`config.mk`:
```
export PLATFORM = sky130hd
export DESIGN_NAME = epoch_seconds_to_calendar
export DESIGN_NICKNAME = d
export VERILOG_FILES = /design/src/hdl/ecal_pkg.sv /design/src/hdl/ecal_seq.sv /design/src/hdl/epoch_seconds_to_calendar.sv
export SDC_FILE = /design/constraint.sdc
export NUM_CORES = 1
export LEC_CHECK = 0
export ABC_AREA = 0
export BUFFER_PORTS_ARGS = -buffer_cell sky130_fd_sc_hd__buf_4
export CORE_ASPECT_RATIO = 1.2
export CORE_MARGIN = 2
export CORE_UTILIZATION = 57
export CTS_CLUSTER_SIZE = 8
export DETAILED_ROUTE_END_ITERATION = 16
export GPL_TIMING_DRIVEN = 0
export PLACE_DENSITY = 0.83
export SYNTH_ARGS = -nofsm -noshare
export SYNTH_HDL_FRONTEND = slang
export SYNTH_HIERARCHICAL = 1
export SYNTH_SLANG_ARGS = --single-unit
```
`constraint.sdc`:
```
create_clock -name clk -period 11.95 [get_ports clk]
set_input_delay 1.7925 -clock clk [delete_from_list [all_inputs] [get_ports clk]]
set_output_delay 1.7925 -clock clk [all_outputs]
set_load 0.03 [all_outputs]
```
`src/hdl/ecal_pkg.sv`:
```
// shared types, constants and microcode table for the epoch to calendar converter
package ecal_pkg;

  localparam int STEP_W = 6;

  localparam logic [31:0] SECS_PER_DAY  = 32'd86400;
  localparam logic [31:0] SECS_PER_HOUR = 32'd3600;
  localparam logic [31:0] SECS_PER_MIN  = 32'd60;
  localparam logic [31:0] DAYS_PER_WEEK = 32'd7;
  localparam logic [7:0]  BASE_YEAR     = 8'd70;
  localparam logic [7:0]  NONLEAP_CENT  = 8'd200;
  localparam logic [3:0]  LAST_MONTH    = 4'd11;

  // program layout
  localparam logic [STEP_W-1:0] S_DAYS      = 6'd0;
  localparam logic [STEP_W-1:0] S_SAVE_DAYS = 6'd16;
  localparam logic [STEP_W-1:0] S_HOUR      = 6'd17;
  localparam logic [STEP_W-1:0] S_SAVE_HOUR = 6'd22;
  localparam logic [STEP_W-1:0] S_MIN       = 6'd23;
  localparam logic [STEP_W-1:0] S_SAVE_MIN  = 6'd29;
  localparam logic [STEP_W-1:0] S_WDAY      = 6'd30;
  localparam logic [STEP_W-1:0] S_SAVE_WDAY = 6'd43;
  localparam logic [STEP_W-1:0] S_YEAR      = 6'd44;
  localparam logic [STEP_W-1:0] S_SAVE_YDAY = 6'd45;
  localparam logic [STEP_W-1:0] S_MONTH     = 6'd46;
  localparam logic [STEP_W-1:0] S_DONE      = 6'd47;

  typedef enum logic [3:0] {
    OP_DIV       = 4'd0,
    OP_SAVE_DAYS = 4'd1,
    OP_SAVE_HOUR = 4'd2,
    OP_SAVE_MIN  = 4'd3,
    OP_SAVE_WDAY = 4'd4,
    OP_YEAR      = 4'd5,
    OP_SAVE_YDAY = 4'd6,
    OP_MONTH     = 4'd7,
    OP_DONE      = 4'd8
  } ecal_op_t;

  typedef struct packed {
    ecal_op_t    op;
    logic        hold;
    logic [31:0] k;
  } ecal_word_t;

  typedef struct packed {
    logic       run;
    ecal_word_t word;
  } ecal_ctrl_t;

  function automatic logic is_leap(input logic [7:0] y);
    return (y[1:0] == 2'b00) && (y != NONLEAP_CENT);
  endfunction

  function automatic logic [8:0] month_len(input logic leap, input logic [3:0] m);
    logic [8:0] len;
    case (m)
      4'd0, 4'd2, 4'd4, 4'd6, 4'd7, 4'd9, 4'd11: len = 9'd31;
      4'd3, 4'd5, 4'd8, 4'd10:                    len = 9'd30;
      4'd1:                                       len = leap ? 9'd29 : 9'd28;
      default:                                    len = 9'd31;
    endcase
    return len;
  endfunction

  // microcode rom
  function automatic ecal_word_t ucode(input logic [STEP_W-1:0] pc);
    ecal_word_t w;
    logic [STEP_W-1:0] sh;
    w.op   = OP_DONE;
    w.hold = 1'b0;
    w.k    = '0;
    sh     = '0;
    if (pc < S_SAVE_DAYS) begin
      sh   = (S_SAVE_DAYS - 6'd1) - pc;
      w.op = OP_DIV;
      w.k  = SECS_PER_DAY << sh;
    end else if (pc == S_SAVE_DAYS) begin
      w.op = OP_SAVE_DAYS;
    end else if (pc < S_SAVE_HOUR) begin
      sh   = (S_SAVE_HOUR - 6'd1) - pc;
      w.op = OP_DIV;
      w.k  = SECS_PER_HOUR << sh;
    end else if (pc == S_SAVE_HOUR) begin
      w.op = OP_SAVE_HOUR;
    end else if (pc < S_SAVE_MIN) begin
      sh   = (S_SAVE_MIN - 6'd1) - pc;
      w.op = OP_DIV;
      w.k  = SECS_PER_MIN << sh;
    end else if (pc == S_SAVE_MIN) begin
      w.op = OP_SAVE_MIN;
    end else if (pc < S_SAVE_WDAY) begin
      sh   = (S_SAVE_WDAY - 6'd1) - pc;
      w.op = OP_DIV;
      w.k  = DAYS_PER_WEEK << sh;
    end else if (pc == S_SAVE_WDAY) begin
      w.op = OP_SAVE_WDAY;
    end else if (pc == S_YEAR) begin
      w.op   = OP_YEAR;
      w.hold = 1'b1;
    end else if (pc == S_SAVE_YDAY) begin
      w.op = OP_SAVE_YDAY;
    end else if (pc == S_MONTH) begin
      w.op   = OP_MONTH;
      w.hold = 1'b1;
    end else begin
      w.op = OP_DONE;
    end
    return w;
  endfunction

endpackage

```
`src/hdl/ecal_seq.sv`:
```
// microcode sequencer: step counter, rom and conditional repeat
module ecal_seq import ecal_pkg::*; (
  input  logic       clk,
  input  logic       rst,
  input  logic       start,
  input  logic       take,
  output logic       busy,
  output ecal_ctrl_t ctrl
);

  logic [STEP_W-1:0] pc;
  ecal_word_t        word;

  assign word      = ucode(pc);
  assign ctrl.run  = busy;
  assign ctrl.word = word;

  always_ff @(posedge clk) begin
    if (rst) begin
      busy <= 1'b0;
      pc   <= '0;
    end else if (!busy) begin
      if (start) begin
        busy <= 1'b1;
        pc   <= S_DAYS;
      end
    end else if (word.op == OP_DONE) begin
      busy <= 1'b0;
    end else if (!(word.hold && take)) begin
      pc <= pc + 6'd1;
    end
  end

endmodule

```
`src/hdl/epoch_seconds_to_calendar.sv`:
```
// epoch_seconds_to_calendar: unix seconds to utc calendar fields
// busy covers the division and save steps, one year-loop step per full year past 1970
//   and one month-loop step per whole month in the year, with done high in the cycle
//   right after the last busy cycle; a new request is taken only while busy is low,
//   as the shared compare/subtract unit also steps the year loop once per year
// reset: rst clears the sequencer and done; result registers are not reset
module epoch_seconds_to_calendar import ecal_pkg::*; (
  input  logic        clk,
  input  logic        rst,
  input  logic        start,
  input  logic [31:0] epoch_seconds,
  output logic        busy,
  output logic        done,
  output logic [5:0]  second,
  output logic [5:0]  minute,
  output logic [4:0]  hour,
  output logic [2:0]  weekday,
  output logic [7:0]  years_since_1900,
  output logic [8:0]  day_of_year,
  output logic [3:0]  month_index,
  output logic [4:0]  day_of_month
);

  ecal_ctrl_t  ctrl;
  logic        take;
  logic [31:0] acc;
  logic [15:0] q;
  logic [15:0] days;
  logic [31:0] b;
  logic [31:0] diff;
  logic        geq;
  logic        leap;

  ecal_seq u_seq (
    .clk   (clk),
    .rst   (rst),
    .start (start),
    .take  (take),
    .busy  (busy),
    .ctrl  (ctrl)
  );

  assign leap = is_leap(years_since_1900);

  always_comb begin
    case (ctrl.word.op)
      OP_YEAR:  b = leap ? 32'd366 : 32'd365;
      OP_MONTH: b = {23'd0, month_len(leap, month_index)};
      default:  b = ctrl.word.k;
    endcase
  end

  assign geq  = acc >= b;
  assign diff = acc - b;

  always_comb begin
    case (ctrl.word.op)
      OP_DIV, OP_YEAR: take = ctrl.run && geq;
      OP_MONTH:        take = ctrl.run && geq && (month_index != LAST_MONTH);
      default:         take = 1'b0;
    endcase
  end

  always_ff @(posedge clk) begin
    if (rst) begin
      done <= 1'b0;
    end else begin
      done <= ctrl.run && (ctrl.word.op == OP_DONE);
    end
  end

  always_ff @(posedge clk) begin
    if (start && !busy) begin
      acc <= epoch_seconds;
      q   <= '0;
    end else if (ctrl.run) begin
      case (ctrl.word.op)
        OP_DIV: begin
          if (take) begin
            acc <= diff;
          end
          q <= {q[14:0], take};
        end
        OP_SAVE_DAYS: begin
          days <= q;
          q    <= '0;
        end
        OP_SAVE_HOUR: begin
          hour <= q[4:0];
          q    <= '0;
        end
        OP_SAVE_MIN: begin
          minute <= q[5:0];
          second <= acc[5:0];
          acc    <= {16'd0, days} + 32'd4;
        end
        OP_SAVE_WDAY: begin
          weekday          <= acc[2:0];
          acc              <= {16'd0, days};
          years_since_1900 <= BASE_YEAR;
        end
        OP_YEAR: begin
          if (take) begin
            acc              <= diff;
            years_since_1900 <= years_since_1900 + 8'd1;
          end
        end
        OP_SAVE_YDAY: begin
          day_of_year <= acc[8:0];
          month_index <= '0;
        end
        OP_MONTH: begin
          if (take) begin
            acc         <= diff;
            month_index <= month_index + 4'd1;
          end
        end
        OP_DONE: begin
          day_of_month <= acc[4:0] + 5'd1;
        end
        default: begin
          acc <= acc;
        end
      endcase
    end
  end

  a_done_after_busy: assert property (@(posedge clk) disable iff (rst)
    done |-> (!busy && $past(busy)))
    else $error("done without a finished request");

  a_start_accepted: assert property (@(posedge clk) disable iff (rst)
    $rose(busy) |-> $past(start))
    else $error("busy rose without a request");

  a_time_range: assert property (@(posedge clk) disable iff (rst)
    done |-> (hour <= 5'd23 && minute <= 6'd59 && second <= 6'd59 && weekday <= 3'd6))
    else $error("time of day out of range");

  a_date_range: assert property (@(posedge clk) disable iff (rst)
    done |-> (month_index <= LAST_MONTH && day_of_month != 5'd0 &&
              day_of_year <= 9'd365))
    else $error("date out of range");

endmodule
```
# Yosys cells after proc, flatten, opt, wreduce, memory -nomap -nowiden
# Cells that the tools add are included.
# W data, S select, Z words.
[classes]
n_shift = 4
n_lt_le_gt_ge = 5
bitwise = 1
n_reduce_logical = 30
eq_ne = 27
muxes = 54
n_addsub = 10
[op_table]
columns = ["cell", "n"]
rows = [
  ["$mux W32", 7],
  ["$mux W33", 3],
  ["$pmux W32 S3", 1],
  ["$pmux W32 S2", 1],
  ["$mux W5", 9],
  ["$mux W4", 11],
  ["$ge A32 B32 Y1", 1],
  ["$pmux W16 S2", 1],
  ["$shl A12 B6 Y32 const A", 1],
  ["$shl A17 B6 Y32 const A", 1],
  ["$shl A3 B6 Y32 const A", 1],
  ["$shl A6 B6 Y32 const A", 1],
  ["$sub A32 B32 Y32", 1],
  ["$eq A6 B6 Y1 const B", 4],
  ["$mux W6", 4],
  ["$reduce_and A3 Y1", 8],
  ["$eq A4 B3 Y1 const B", 5],
  ["$eq A6 B5 Y1 const B", 3],
  ["$lt A6 B5 Y1 const B", 3],
  ["$add A16 B3 Y17 const B", 1],
  ["$pmux W8 S2", 1],
  ["$eq A4 B2 Y1 const B", 3],
  ["$eq A4 B4 Y1 const B", 3],
  ["$sub A5 B6 Y6 const A", 2],
  ["other kinds (31)", 55],
]
[totals]
regBits = 118
inputBits = 35
output_inout_bits = 48
elab_cells = 145

# Longest topological paths before layout
# Gate-level depths: netlist (run 1).
[depth]
ltp_word = 30
mapped_depth = 30
mapped_depth_nobuf = 26

# By module
# Netlist (run 1), hierarchy kept.
[by_module_without_submodules]
columns = ["module", "seq_area_each_um2", "n_inst", "area_per_inst_um2", "cells_each"]
rows = [
  ["epoch_seconds_to_calendar", 3163.0, 1, 6850.3, 705],
  ["ecal_seq", 140.1, 1, 3423.3, 512],
]

# Worst setup path before layout (run 1)
# No wires, ideal clock.
[synth_timing]
path_type = "register -> register"
from = "register u_seq.pc[1]"
to = "register acc[0], enable pin"
slack_ps = 5851
setup_time_ps = 567
synth_period_minus_slack_ps = 6099
arrival_time_ps = 5532
required_ps = 11383
path_stages_with_launch = 22
path_buffers = 3
cell_sequence = "dfxtp_1 > clkbuf_1 > inv_1 > ha_1 > and3_2 > a31o_2 > a211o_2 > nor3_1 > nor2b_1 > nand2_1 > clkbuf_1 > nand2_1 > ha_1 > clkbuf_8 > a21oi_1 > o21a_1 > o31a_1 > o21ai_0 > a221oi_1 > o21ai_1 > nand2_1 > o211ai_1"
[synth_rtl]
columns = ["element", "line", "text"]
rows = [
  ["from (decl)", "ecal_seq.sv:11", "logic [STEP_W-1:0] pc;"],
  ["from (signal assigned)", "ecal_seq.sv:30", "pc <= pc + 6'd1;"],
  ["to (signal assigned)", "epoch_seconds_to_calendar.sv:74", "acc <= epoch_seconds;"],
  ["to (signal assigned)", "epoch_seconds_to_calendar.sv:80", "acc <= diff;"],
  ["to (signal assigned)", "epoch_seconds_to_calendar.sv:95", "acc <= {16'd0, days} + 32'd4;"],
  ["to (decl)", "epoch_seconds_to_calendar.sv:26", "logic [31:0] acc;"],
]

==> results of run 1 <==
==> cells in the final DEF, fill, tap and decap left out, drive strengths merged, types with 35 or more instances in the layout <==
cell type	n
a21oi	113
buf	114
edfxtp	94
nand3	63
nor2	114
inv	46
ha	64
xnor2	35
nand2	138
clkbuf	62
o21ai	70
==> per-layer routing <==
| metal | vias up | track usage |
|---|---|---|
| met5 | - | 0 |
| met4 | 0 | 0.240 |
| met3 | 181 | 0.0777 |
| met2 | 718 | 0.676 |
| met1 | 5067 | 0.475 |
| li1 | 4754 | - |
==> flip-flops by register name (all words and copies together) (netlist names) <==
register / cells
second: 6
u_seq/busy: 1
weekday: 3
minute: 6
done: 1
day_of_month: 5
month_index: 4
day_of_year: 9
q: 16
years_since_1900: 8
u_seq/pc: 6
hour: 5
days: 16
acc: 32
==> metrics by stage <==
| stage | area, sq um | power [mW] | hold slack, ns | cells | util |
|---|---|---|---|---|---|
| after floorplan | 10300 | 0.981 | 0.409 | 1216 | - |
| after global placement | 11200 | 1.11 | 0.426 | 1518 | 0.635 |
| final | 11800 | 1.68 | 0.443 | 1553 | 0.671 |
| after global routing | 11800 | 1.74 | 0.472 | 1553 | 0.671 |
| after detailed placement | 11200 | 1.13 | 0.427 | 1521 | 0.637 |
| after CTS | 11800 | 1.66 | 0.441 | 1553 | 0.671 |
==> worst min path at each step <==
stage	start	depth (start not counted)	to	slack (ns)
after floorplan	q[15]	0	days[15]	0.41
after global placement	q[15]	0	days[15]	0.43
after detailed placement	q[15]	0	days[15]	0.43
after CTS	q[15]	0	days[15]	0.44
after global routing	q[14]	0	days[14]	0.47
final	q[15]	0	days[15]	0.44
==> cell type report <==
class,count,area (sq um),share of cell area
Inverter,36,138,0.0117
Buffer,75,445,0.0378
Timing Repair Buffer,85,642,0.0545
Multi-Input combinational cell,987,6380,0.541
Clock buffer,17,425,0.0361
Clock inverter,15,176,0.0150
Tap cell,220,275,0.0234
Sequential cell,118,3300,0.280
==> critical path, cell delays in order, from the launching register on <==
cell and delay, ns:
dfxtp_1 0.62, clkbuf_1 0.72, inv_1 0.48, ha_1 0.36, and3_2 0.22, a31o_2 0.24
a211o_2 0.36, nor3_1 1.03, nor2b_1 0.22, nand2_1 0.32, clkbuf_1 0.35, nand2_1 0.11
ha_1 0.43, nand2_1 0.14, o21ai_1 0.41, a21oi_1 0.07, o21ai_0 0.16, a21boi_0 0.14
o21ai_1 0.55, nand2_1 0.15, o211ai_1 0.35, buf_4 0.31, buf_4 0.23, buf_6 0.18
==> power by group through the flow <==
stage	logic, mW	clock network [mW]	registers, mW
2_1_floorplan	0.447	0	0.534
5_1_grt	0.667	0.540	0.539
6_report	0.617	0.526	0.537
4_1_cts	0.599	0.525	0.535
3_3_place_gp	0.566	0	0.543
3_5_place_dp	0.586	0	0.543
==> metrics.md, run 1 <==
| Metric | Value |
|---|---|
| Outcome | `complete, no violations` |
| Root buffer cell | `clkbuf_16` |
| Total die area | `19100 sq um` |
| Static leakage | `4.47 nW` |
| RSZ-0062 raised after global routing | `false` |
| Arrival @ worst endpoint | `8.61 ns` |
| Reg2reg end | `acc[29]` |
| VDD IR max | `0.167 mV` |
| Worst Path Required | `12.09 ns` |
| CP startpoint kind | `flip-flop` |
| Final min period | `8.46 ns` |
| Final Hold Viols | `0` |
| Vias in the first global route | `10200` |
| Routability-driven placement congestion ratio | `1.04` |
| Worst R2R Path Depth | `23` |
| DR top layer | `met4` |
| Worst setup EP type | `flip-flop` |
| Mapped Nets | `1316` |
| Largest net degree at the start of global routing | `17` |
| Fin nets | `1420` |
| Final setup vio count | `0` |
| Reg clk slew, reported paths | `0.07 ns` |
| Max Slew Vio Count | `0` |
| DR iter-0 viols | `1168` |
| Int Pwr | `1.03 mW` |
| Fill cell count | `1380` |
| DR vias/cell | `6.90` |
| GRT Total Usage | `0.401` |
| Antenna violations before repair | `0` |
| CTS sink count | `118` |
| Final WS setup | `3.49 ns` |
| Crit path capture | `acc[29]` |
| Synth Area per Inst | `8.44 sq um` |
| DR WL/cell | `25.2 um` |
| Vias | `10700` |
| Crit Path Class | `flip-flop to flip-flop` |
| WL met1 | `14700 um` |
| First-pass DRT Iterations | `7` |
| Met2 WL post-DR | `18700 um` |
| Yosys warns | `6` |
| Setup repair bufs after CTS | `0` |
| CTS tree | `yes` |
| Slew HR | `0.0647` |
| I/O pin cnt | `83` |
| Area growth from synthesis to layout | `14.8%` |
| NetSw | `0.647 mW` |
| Final WL | `39100 um` |
| Critical Path Fanout Max | `11` |
| FF-to-FF setup slack | `3.49 ns` |
| CTS Buf Count | `17` |
| CP Launch Point | `u_seq/pc[1]` |
| Setup TNS Final | `0 ns` |
| Reg2reg start | `u_seq/pc[1]` |
| First-pass GRT wire length | `58400 um` |
| Fmax | `118 MHz` |
| # DRC | `0` |
| Clock buffer depth | `2` |
| Dpl hpwl | `29000 um` |
| Syn Inst Count | `1216` |
| Mapped cell area | `10300 sq um` |
| Die Wd | `127 um` |
| H-tree Lvls | `4` |
| Number of routed nets with antenna violations | `0` |
| Die H | `151 um` |
| Core area | `17600 sq um` |
| Routed length on met3 | `3360 um` |
| Congestion Overflow GR | `0` |
| Tightest Hold Check Type | `flip-flop to flip-flop` |
| Antenna cells | `0` |
| Hold Buf Count CTS | `0` |
| Starting Density | `0.584` |
| Combinational power share | `0.367` |
| Clk pwr share | `0.313` |
| Num rows | `53` |
| Net Sw Frac | `0.385` |
| Pre-CTS setup slack | `3.96 ns` |
| Ratio of cells with drive above 1 in the final layout | `0.153` |
| Clock Skews | `0.0105 ns` |
| Cts repair resizes | `0` |
| Max cap viols | `0` |
| Clock latency on the worst-skew pair | `0.44 ns` |
| # port buffers | `82` |
| Fin crit share | `0.708` |
| Pwr dens | `143 nW/um^2` |
| Worst slew pin tran | `1.40 ns` |
| Register share of total power | `0.319` |
Power figures use the tool's default switching activity.
==> run 2, diff against run 1 <==
==> constraint.sdc (replaced) <==
create_clock -name clk -period 8.3 [get_ports clk]
set_input_delay 1.245 -clock clk [delete_from_list [all_inputs] [get_ports clk]]
set_output_delay 1.245 -clock clk [all_outputs]
set_load 0.03 [all_outputs]
==> run 2 against run 1 <==
  * Combinational power up 44%
  * Die area did not move
  * Clock skew about the same
  * First-iteration DRC count increased by 7.8%
  * Final area barely moved
  * Clock-buffer cell count unchanged
  * Highest routed layer unchanged
  * Worst hold slack gained 0.0022 ns
  * Total power increased by 44%
  * Utilization rose by 0.064 points
  * Critical path depth rose by 4
  * Sequential share of layout area about the same
==> metrics.md, run 2 (synthesis gave the netlist of run 1 again) <==
| Metric | Value |
|---|---|
| Worst path slowest cell | `dfxtp_1` |
| Worst stage delay on the critical path | `0.62 ns (-0.41 ns)` |
| Outcome | `complete, no violations` |
| Max Slew Vio Count | `0 (unchanged)` |
| Total power | `2.42 mW (+44%)` |
| Area growth from synthesis to layout | `14.9% (about the same)` |
| CP most frequent cell | `clkbuf_1` |
| # port buffers | `82 (unchanged)` |
| Placed cell area | `11200 sq um (unchanged)` |
| Routability-driven placement congestion ratio | `1.04 (unchanged)` |
| GRT Total Usage | `0.401 (unchanged)` |
| Die Wd | `127 um (unchanged)` |
| Antenna cells | `0 (unchanged)` |
| DR WL/cell | `25.2 um (about the same)` |
| Top reg by flops | `acc` |
| Critical Path Fanout Max | `11 (unchanged)` |
| CTS Buf Count | `17 (unchanged)` |
| Worst slew pin tran | `1.37 ns (-0.0310 ns)` |
| Worst Path Required | `8.44 ns (-3.65 ns)` |
| Crit Path Class | `flip-flop to flip-flop` |
| DR vias/cell | `6.92 (+0.26%)` |
| Post-Layout Cell Count | `1553 (unchanged)` |
| Reg area | `3300 sq um (unchanged)` |
| Multi-input logic area | `6390 sq um (+0.16%)` |
| RSZ-0062 raised after global routing | `false` |
| Max cap viols | `0 (unchanged)` |
| First-pass GRT wire length | `58400 um (unchanged)` |
| Final Core Density | `0.671 (about the same)` |
| Commonest non-fill, non-tap cell in the layout | `nand2_1` |
| Antenna violations before repair | `0 (unchanged)` |
| Max reg flops | `32 (unchanged)` |
| CTS tree | `yes` |
| Commonest non-fill, non-tap cells in the layout | `nand2_1 (138), nor2_1 (114), a21oi_1 (110), edfxtp_1 (94), buf_4 (90)` |
| Slew HR | `0.0855 (+0.0208)` |
| Largest net degree at the start of global routing | `17 (unchanged)` |
| Dpl hpwl | `29000 um (unchanged)` |
| Final WL | `39100 um (about the same)` |
| Starting Density | `0.584 (unchanged)` |
| Final min period | `7.84 ns (-0.620 ns)` |
| Tightest Hold Check Type | `flip-flop to flip-flop` |
| Worst setup EP type | `flip-flop` |
| Pre-CTS setup slack | `0.311 ns (-3.65 ns)` |
| DR iter-0 viols | `1259 (+7.8%)` |
| Final setup vio count | `0 (unchanged)` |
| Root buffer cell | `clkbuf_16` |
| Setup repair bufs after CTS | `0 (unchanged)` |
| Clock buffer depth | `2 (unchanged)` |
| Die H | `151 um (unchanged)` |
| Vias in the first global route | `10200 (unchanged)` |
| Pwr dens | `205 nW/um^2 (+44%)` |
| Final WS setup | `0.459 ns (-3.03 ns)` |
| # DRC | `0 (unchanged)` |
| Clock latency on the worst-skew pair | `0.44 ns (about the same)` |
| Hold Buf Count CTS | `0 (unchanged)` |
| CP startpoint kind | `flip-flop` |
| Clock Skews | `0.0103 ns (-0.000256 ns)` |
| Placed cell count | `1521 (unchanged)` |
| VDD IR max | `0.241 mV (+45%)` |
| Vias | `10700 (+0.26%)` |
| Number of routed nets with antenna violations | `0 (unchanged)` |
| Arrival @ worst endpoint | `7.98 ns (-0.63 ns)` |
| Ratio of cells with drive above 1 in the final layout | `0.155 (+0.00225)` |
| First-pass DRT Iterations | `8 (+1)` |
| Total die area | `19100 sq um (unchanged)` |
| Fin crit share | `0.945 (+0.237)` |
| Core area | `17600 sq um (unchanged)` |
| Final Hold Viols | `0 (unchanged)` |
| Fmax | `128 MHz (+7.9%)` |
| Final Instance Area | `11800 sq um (about the same)` |
| I/O pin cnt | `83 (unchanged)` |
| CTS sink count | `118 (unchanged)` |
| H-tree Lvls | `4 (unchanged)` |
| Num rows | `53 (unchanged)` |
| Fin nets | `1420 (unchanged)` |
| Registers with the most flip-flops | `acc (32), days (16), q (16)` |
| Fill cell count | `1376 (-0.29%)` |
| Static leakage | `4.47 nW (+0.11%)` |
| Congestion Overflow GR | `0 (unchanged)` |
| Reg clk slew, reported paths | `0.07 ns (about the same)` |
==> run 2: timing repair <==
item	CTS	global route
resized for setup	0	4
hold endpoints to repair	0	0
setup endpoints to repair	0	31
==> run 2: layout make-up <==
cell class | count | share of cell area
Inverter | 36 | 0.0117
Sequential cell | 118 | 0.280
Multi-Input combinational cell | 987 | 0.542
Tap cell | 220 | 0.0233
Clock inverter | 15 | 0.0150
Timing Repair Buffer | 85 | 0.0544
Clock buffer | 17 | 0.0361
Buffer | 75 | 0.0379
==> run 2: stage by stage <==
stage / setup TNS [ns] / hold slack (ns)
final: 0 / 0.446
after global routing: 0 / 0.472
after CTS: 0 / 0.441
after detailed placement: 0 / 0.427
after global placement: -2.50 / 0.426
after floorplan: 0 / 0.409
==> run 2: metal layers <==
metal,vias to the layer above,GRT usage,part of all wire
li1,4760,-,-
met1,5051,0.475,0.37
met2,753,0.676,0.48
met3,184,0.0777,0.087
met4,0,0.240,0.063
met5,-,0,0
==> run 2: report_power, final <==
group / total (mW) / switching, mW / internal (mW)
Clock: 0.757 / 0.349 / 0.408
Sequential: 0.773 / 0.0403 / 0.732
Combinational: 0.891 / 0.543 / 0.348
Total: 2.42 / 0.932 / 1.49
==> run 2: final timing paths <==
check | start | endpoint | slack, ns | cells after the start
min | q[15] | days[15] | 0.45 | 0
max | u_seq/pc[1] | acc[29] | 0.46 | 27
max reg2reg | u_seq/pc[1] | acc[29] | 0.46 | 27
min reg2reg | q[15] | days[15] | 0.45 | 0
==> run 2: critical path, delay by kind of cell (launching register included) <==
| family | cells | cell delay [ns] |
|---|---|---|
| compound gates | 9 | 2.18 |
| fa+ha+maj | 3 | 0.95 |
| simple gates | 6 | 1.12 |
| flops | 1 | 0.62 |
| buf+inv | 9 | 2.65 |
==> run 3, diff against run 2 <==
--- a/config.mk
+++ b/config.mk
@@ -8,13 +8,12 @@
 export ABC_AREA = 0
 export BUFFER_PORTS_ARGS = -buffer_cell sky130_fd_sc_hd__buf_4
 export CORE_ASPECT_RATIO = 1.2
-export CORE_MARGIN = 2
+export CORE_MARGIN = 10
 export CORE_UTILIZATION = 57
 export CTS_CLUSTER_SIZE = 8
 export DETAILED_ROUTE_END_ITERATION = 16
 export GPL_TIMING_DRIVEN = 0
-export PLACE_DENSITY = 0.83
+export PLACE_DENSITY = 0.84
 export SYNTH_ARGS = -nofsm -noshare
 export SYNTH_HDL_FRONTEND = slang
-export SYNTH_HIERARCHICAL = 1
 export SYNTH_SLANG_ARGS = --single-unit
==> constraint.sdc (replaced) <==
create_clock -name clk -period 8.3 [get_ports clk]
set_input_delay 0.83 -clock clk [delete_from_list [all_inputs] [get_ports clk]]
set_output_delay 0.83 -clock clk [all_outputs]
set_load 0.03 [all_outputs]
==> run 3 against run 2 <==
  * Sequential cell count did not move
  * Sequential share of layout area rose by 2.5 points
  * Worst hold slack got worse by 0.0035 ns
  * Critical path depth fell by 8
  * Area after synthesis fell by 9.7%
  * Critical path type unchanged
  * Highest routed layer unchanged
==> metrics.md, run 3 <==
| Metric | Value |
|---|---|
| Arrival @ worst endpoint | `8.22 ns (+0.24 ns)` |
| Count of cell types in the netlist | `77` |
| Crit Path Class | `flip-flop to flip-flop` |
| VDD IR max | `0.198 mV (-18%)` |
| Main synth FF type | `edfxtp_1` |
| Worst Path Required | `8.38 ns (-0.06 ns)` |
| CTS Buf Count | `17 (unchanged)` |
| FFs w/ async S/R, synth | `0` |
| Routability-driven placement congestion ratio | `1.03 (-1.3%)` |
| Final WS setup | `0.165 ns (-0.294 ns)` |
| Largest net degree at the start of global routing | `28 (+11)` |
| Count leader, synth | `nor2_1` |
| Total die area | `21800 sq um (+14%)` |
| Final setup vio count | `0 (unchanged)` |
| Clock Skews | `0.0110 ns (+0.000771 ns)` |
| Core area | `16100 sq um (-8.5%)` |
| Max Slew Vio Count | `0 (unchanged)` |
| Starting Density | `0.576 (-0.00785)` |
| H-tree Lvls | `4 (unchanged)` |
| Top cells by count, synth | `nor2_1 (116), edfxtp_1 (94), a21oi_1 (80), nand2_1 (79), o21ai_0 (68)` |
| Largest area contributor in the netlist | `edfxtp_1` |
| CP startpoint kind | `flip-flop` |
| Number of routed nets with antenna violations | `0 (unchanged)` |
| Syn Inst Count | `1060 (-13%)` |
| Dpl hpwl | `26900 um (-7.1%)` |
| Worst slew pin tran | `1.14 ns (-0.223 ns)` |
| Synth Area in Simple Gates | `0.187` |
| FF-to-FF setup slack | `0.16 ns (-0.29 ns)` |
| CTS sink count | `118 (unchanged)` |
| Worst stage delay on the critical path | `0.69 ns (+0.07 ns)` |
| Root buffer cell | `clkbuf_16` |
| Total power | `2.12 mW (-12%)` |
| Synth Area per Inst | `8.75 sq um (+3.6%)` |
| Commonest non-fill, non-tap cells in the layout | `nor2_1 (116), edfxtp_1 (94), buf_4 (85), a21oi_1 (80), nand2_1 (79)` |
| First-pass GRT wire length | `53600 um (-8.2%)` |
| Pre-CTS setup slack | `0.402 ns (+0.0906 ns)` |
| Synth Area in XOR/XNOR | `0.0454` |
| Static leakage | `4.05 nW (-9.3%)` |
| Synth Area in Compound Gates | `0.275` |
| Final Hold Viols | `0 (unchanged)` |
| Adder-cell share of the synthesized area | `0.0885` |
| Crit-path cells | `clkbuf_1 -> inv_1 -> ha_1 -> inv_1 -> a31oi_2 -> a21o_1 -> a21oi_1 -> nand2_1 -> nor2_1 -> a221oi_1 -> fa_1 -> nand2b_1 -> a21oi_1 -> o21bai_1 -> a2bb2oi_1 -> o21ai_0 -> a21oi_1 -> o21ai_0 -> a211oi_1` |
| Die Wd | `136 um (+7.8%)` |
| Post-synthesis mux area share | `0.00756` |
| Outcome | `complete, no violations` |
| Mapped cell area | `9270 sq um (-9.7%)` |
| Worst path slowest cell | `nor2_1` |
| Fin crit share | `0.980 (+0.0355)` |
| Tightest Hold Check Type | `flip-flop to flip-flop` |
| Vias in the first global route | `9352 (-8.3%)` |
| DR iter-0 viols | `1313 (+4.3%)` |
| Final min period | `8.14 ns (+0.294 ns)` |
| Max reg flops | `32 (unchanged)` |
| Placed cell count | `1356 (-11%)` |
| DR WL/cell | `25.8 um (+2.4%)` |
| Post-Layout Cell Count | `1388 (-11%)` |
| Congestion Overflow GR | `0 (unchanged)` |
| Hold Buf Count CTS | `0 (unchanged)` |
| Critical Path Fanout Max | `10 (-1)` |
| Mapped Nets | `1160 (-12%)` |
| Vias | `9677 (-10%)` |
| GRT Total Usage | `0.319 (-0.0824)` |
| First-pass DRT Iterations | `9 (+1)` |
| Area growth from synthesis to layout | `16.8%` |
| Commonest non-fill, non-tap cell in the layout | `nor2_1` |
| Clock buffer depth | `2 (unchanged)` |
| # port buffers | `82 (unchanged)` |
| Yosys warns | `0 (-6)` |
| Die H | `160 um (+5.7%)` |
| Reg clk slew, reported paths | `0.07 ns (about the same)` |
| Pwr dens | `196 nW/um^2 (-4.4%)` |
| Top reg by flops | `acc` |
| Worst setup EP type | `flip-flop` |
| Fmax | `123 MHz (-3.6%)` |
| DR vias/cell | `6.97 (+0.74%)` |
| Synth top area cells | `edfxtp_1 (30%), ha_1 (8.6%), dfxtp_1 (5.2%), nor2_1 (4.7%), a21oi_1 (4.3%)` |
| Share of the synthesized area in the top cell type | `0.304` |
| Largest family of logic cells by synthesized area | `compound AO/OA/AOI/OAI gates` |
| Fin nets | `1263 (-11%)` |
| Register area share after synthesis | `0.356` |
| # DRC | `0 (unchanged)` |
| CTS tree | `yes` |
| Clock latency on the worst-skew pair | `0.44 ns (about the same)` |
| Post-synth EDFFs | `94` |
| Max cap viols | `0 (unchanged)` |
| Ratio of cells with drive above 1 in the final layout | `0.133 (-0.0226)` |
| RSZ-0062 raised after global routing | `false` |
| Final WL | `35800 um (-8.5%)` |
| Slew HR | `0.232 (+0.147)` |
| Antenna cells | `0 (unchanged)` |
| I/O pin cnt | `83 (unchanged)` |
| Num rows | `51 (-3.8%)` |
| CP most frequent cell | `a21oi_1` |
| #FFs+latches synth | `118` |
| Antenna violations before repair | `0 (unchanged)` |
| Registers with the most flip-flops | `acc (32), days (16), q (16)` |
run 3: cell count changes in the layout (fill, tap and decap cells not counted), sizes merged, moves of 6 or more:
cell / previous run / this run
a21oi: 113 / 80
nand2: 138 / 80
a32o: 1 / 7
o31ai: 8 / 18
xor2: 25 / 18
o21a: 9 / 15
buf: 114 / 100
nand4: 19 / 10
nand3: 63 / 43
clkbuf: 62 / 56
o211ai: 13 / 4
or3: 11 / 5
run 3: path summary, 6_finish.rpt:
path                     to   startpoint  depth (start not counted)
max          month_index[1]  u_seq.pc[0]                         19
min                days[15]        q[15]                          0
max reg2reg  month_index[1]  u_seq.pc[0]                         19
min reg2reg        days[15]        q[15]                          0
run 3: repair_timing:
| action | CTS | global route |
|---|---|---|
| buffers inserted | 0 | 0 |
| endpoints found under the setup margin | 0 | 39 |
| hold endpoints to repair | 0 | 0 |
| resized for setup | 0 | 2 |
run 3: cells by family (layout without fill, tap and decap cells):
logic type / after synthesis / count (layout)
buffers and inverters: 88 / 204
AND/OR/NAND/NOR: 362 / 362
AO/OA/AOI/OAI: 372 / 372
flip-flops: 118 / 118
multiplexers: 7 / 7
adder cells (fa/ha/maj): 65 / 65
XOR/XNOR: 48 / 48
run 3: final cells by class:
| cell class | instances | area [sq um] |
|---|---|---|
| Buffer | 55 | 253 |
| Clock buffer | 17 | 425 |
| Clock inverter | 15 | 171 |
| Fill cell | 1292 | 5260 |
| Inverter | 33 | 124 |
| Multi-Input combinational cell | 854 | 5640 |
| Sequential cell | 118 | 3300 |
| Tap cell | 212 | 265 |
| Timing Repair Buffer | 84 | 647 |
run 3: metrics by stage:
step / area, sq um / util / hold slack [ns] / TNS [ns]
finish: 10800 / 0.673 / 0.442 / 0
global route: 10800 / 0.673 / 0.443 / 0
CTS: 10800 / 0.672 / 0.437 / 0
detailed placement: 10200 / 0.635 / 0.421 / 0
global placement: 10200 / 0.631 / 0.421 / -76.47
floorplan: 9270 / - / 0.409 / 0
run 3: worst max-delay path, delay by kind of cell, from the launching register on:
family          cells  cell delay (ns)
simple gates        3             1.22
compound gates     11             4.21
fa+ha+maj           2             0.86
buf+inv             3             0.93
flops               1             0.53
run 3: power by group:
group / leakage (nW) / switching (mW) / total (mW) / internal (mW)
registers: 1.06 / 0.0251 / 0.727 / 0.702
clock network: 0.295 / 0.349 / 0.756 / 0.407
logic: 2.70 / 0.387 / 0.640 / 0.252
total: 4.05 / 0.762 / 2.12 / 1.36
run 3: routing by layer:
metal / track usage / share of wire / up-vias
li1: - / - / 4248
met1: 0.373 / 0.37 / 4618
met5: 0 / 0 / -
met2: 0.529 / 0.48 / 646
met3: 0.0521 / 0.085 / 165
met4: 0.197 / 0.065 / 0
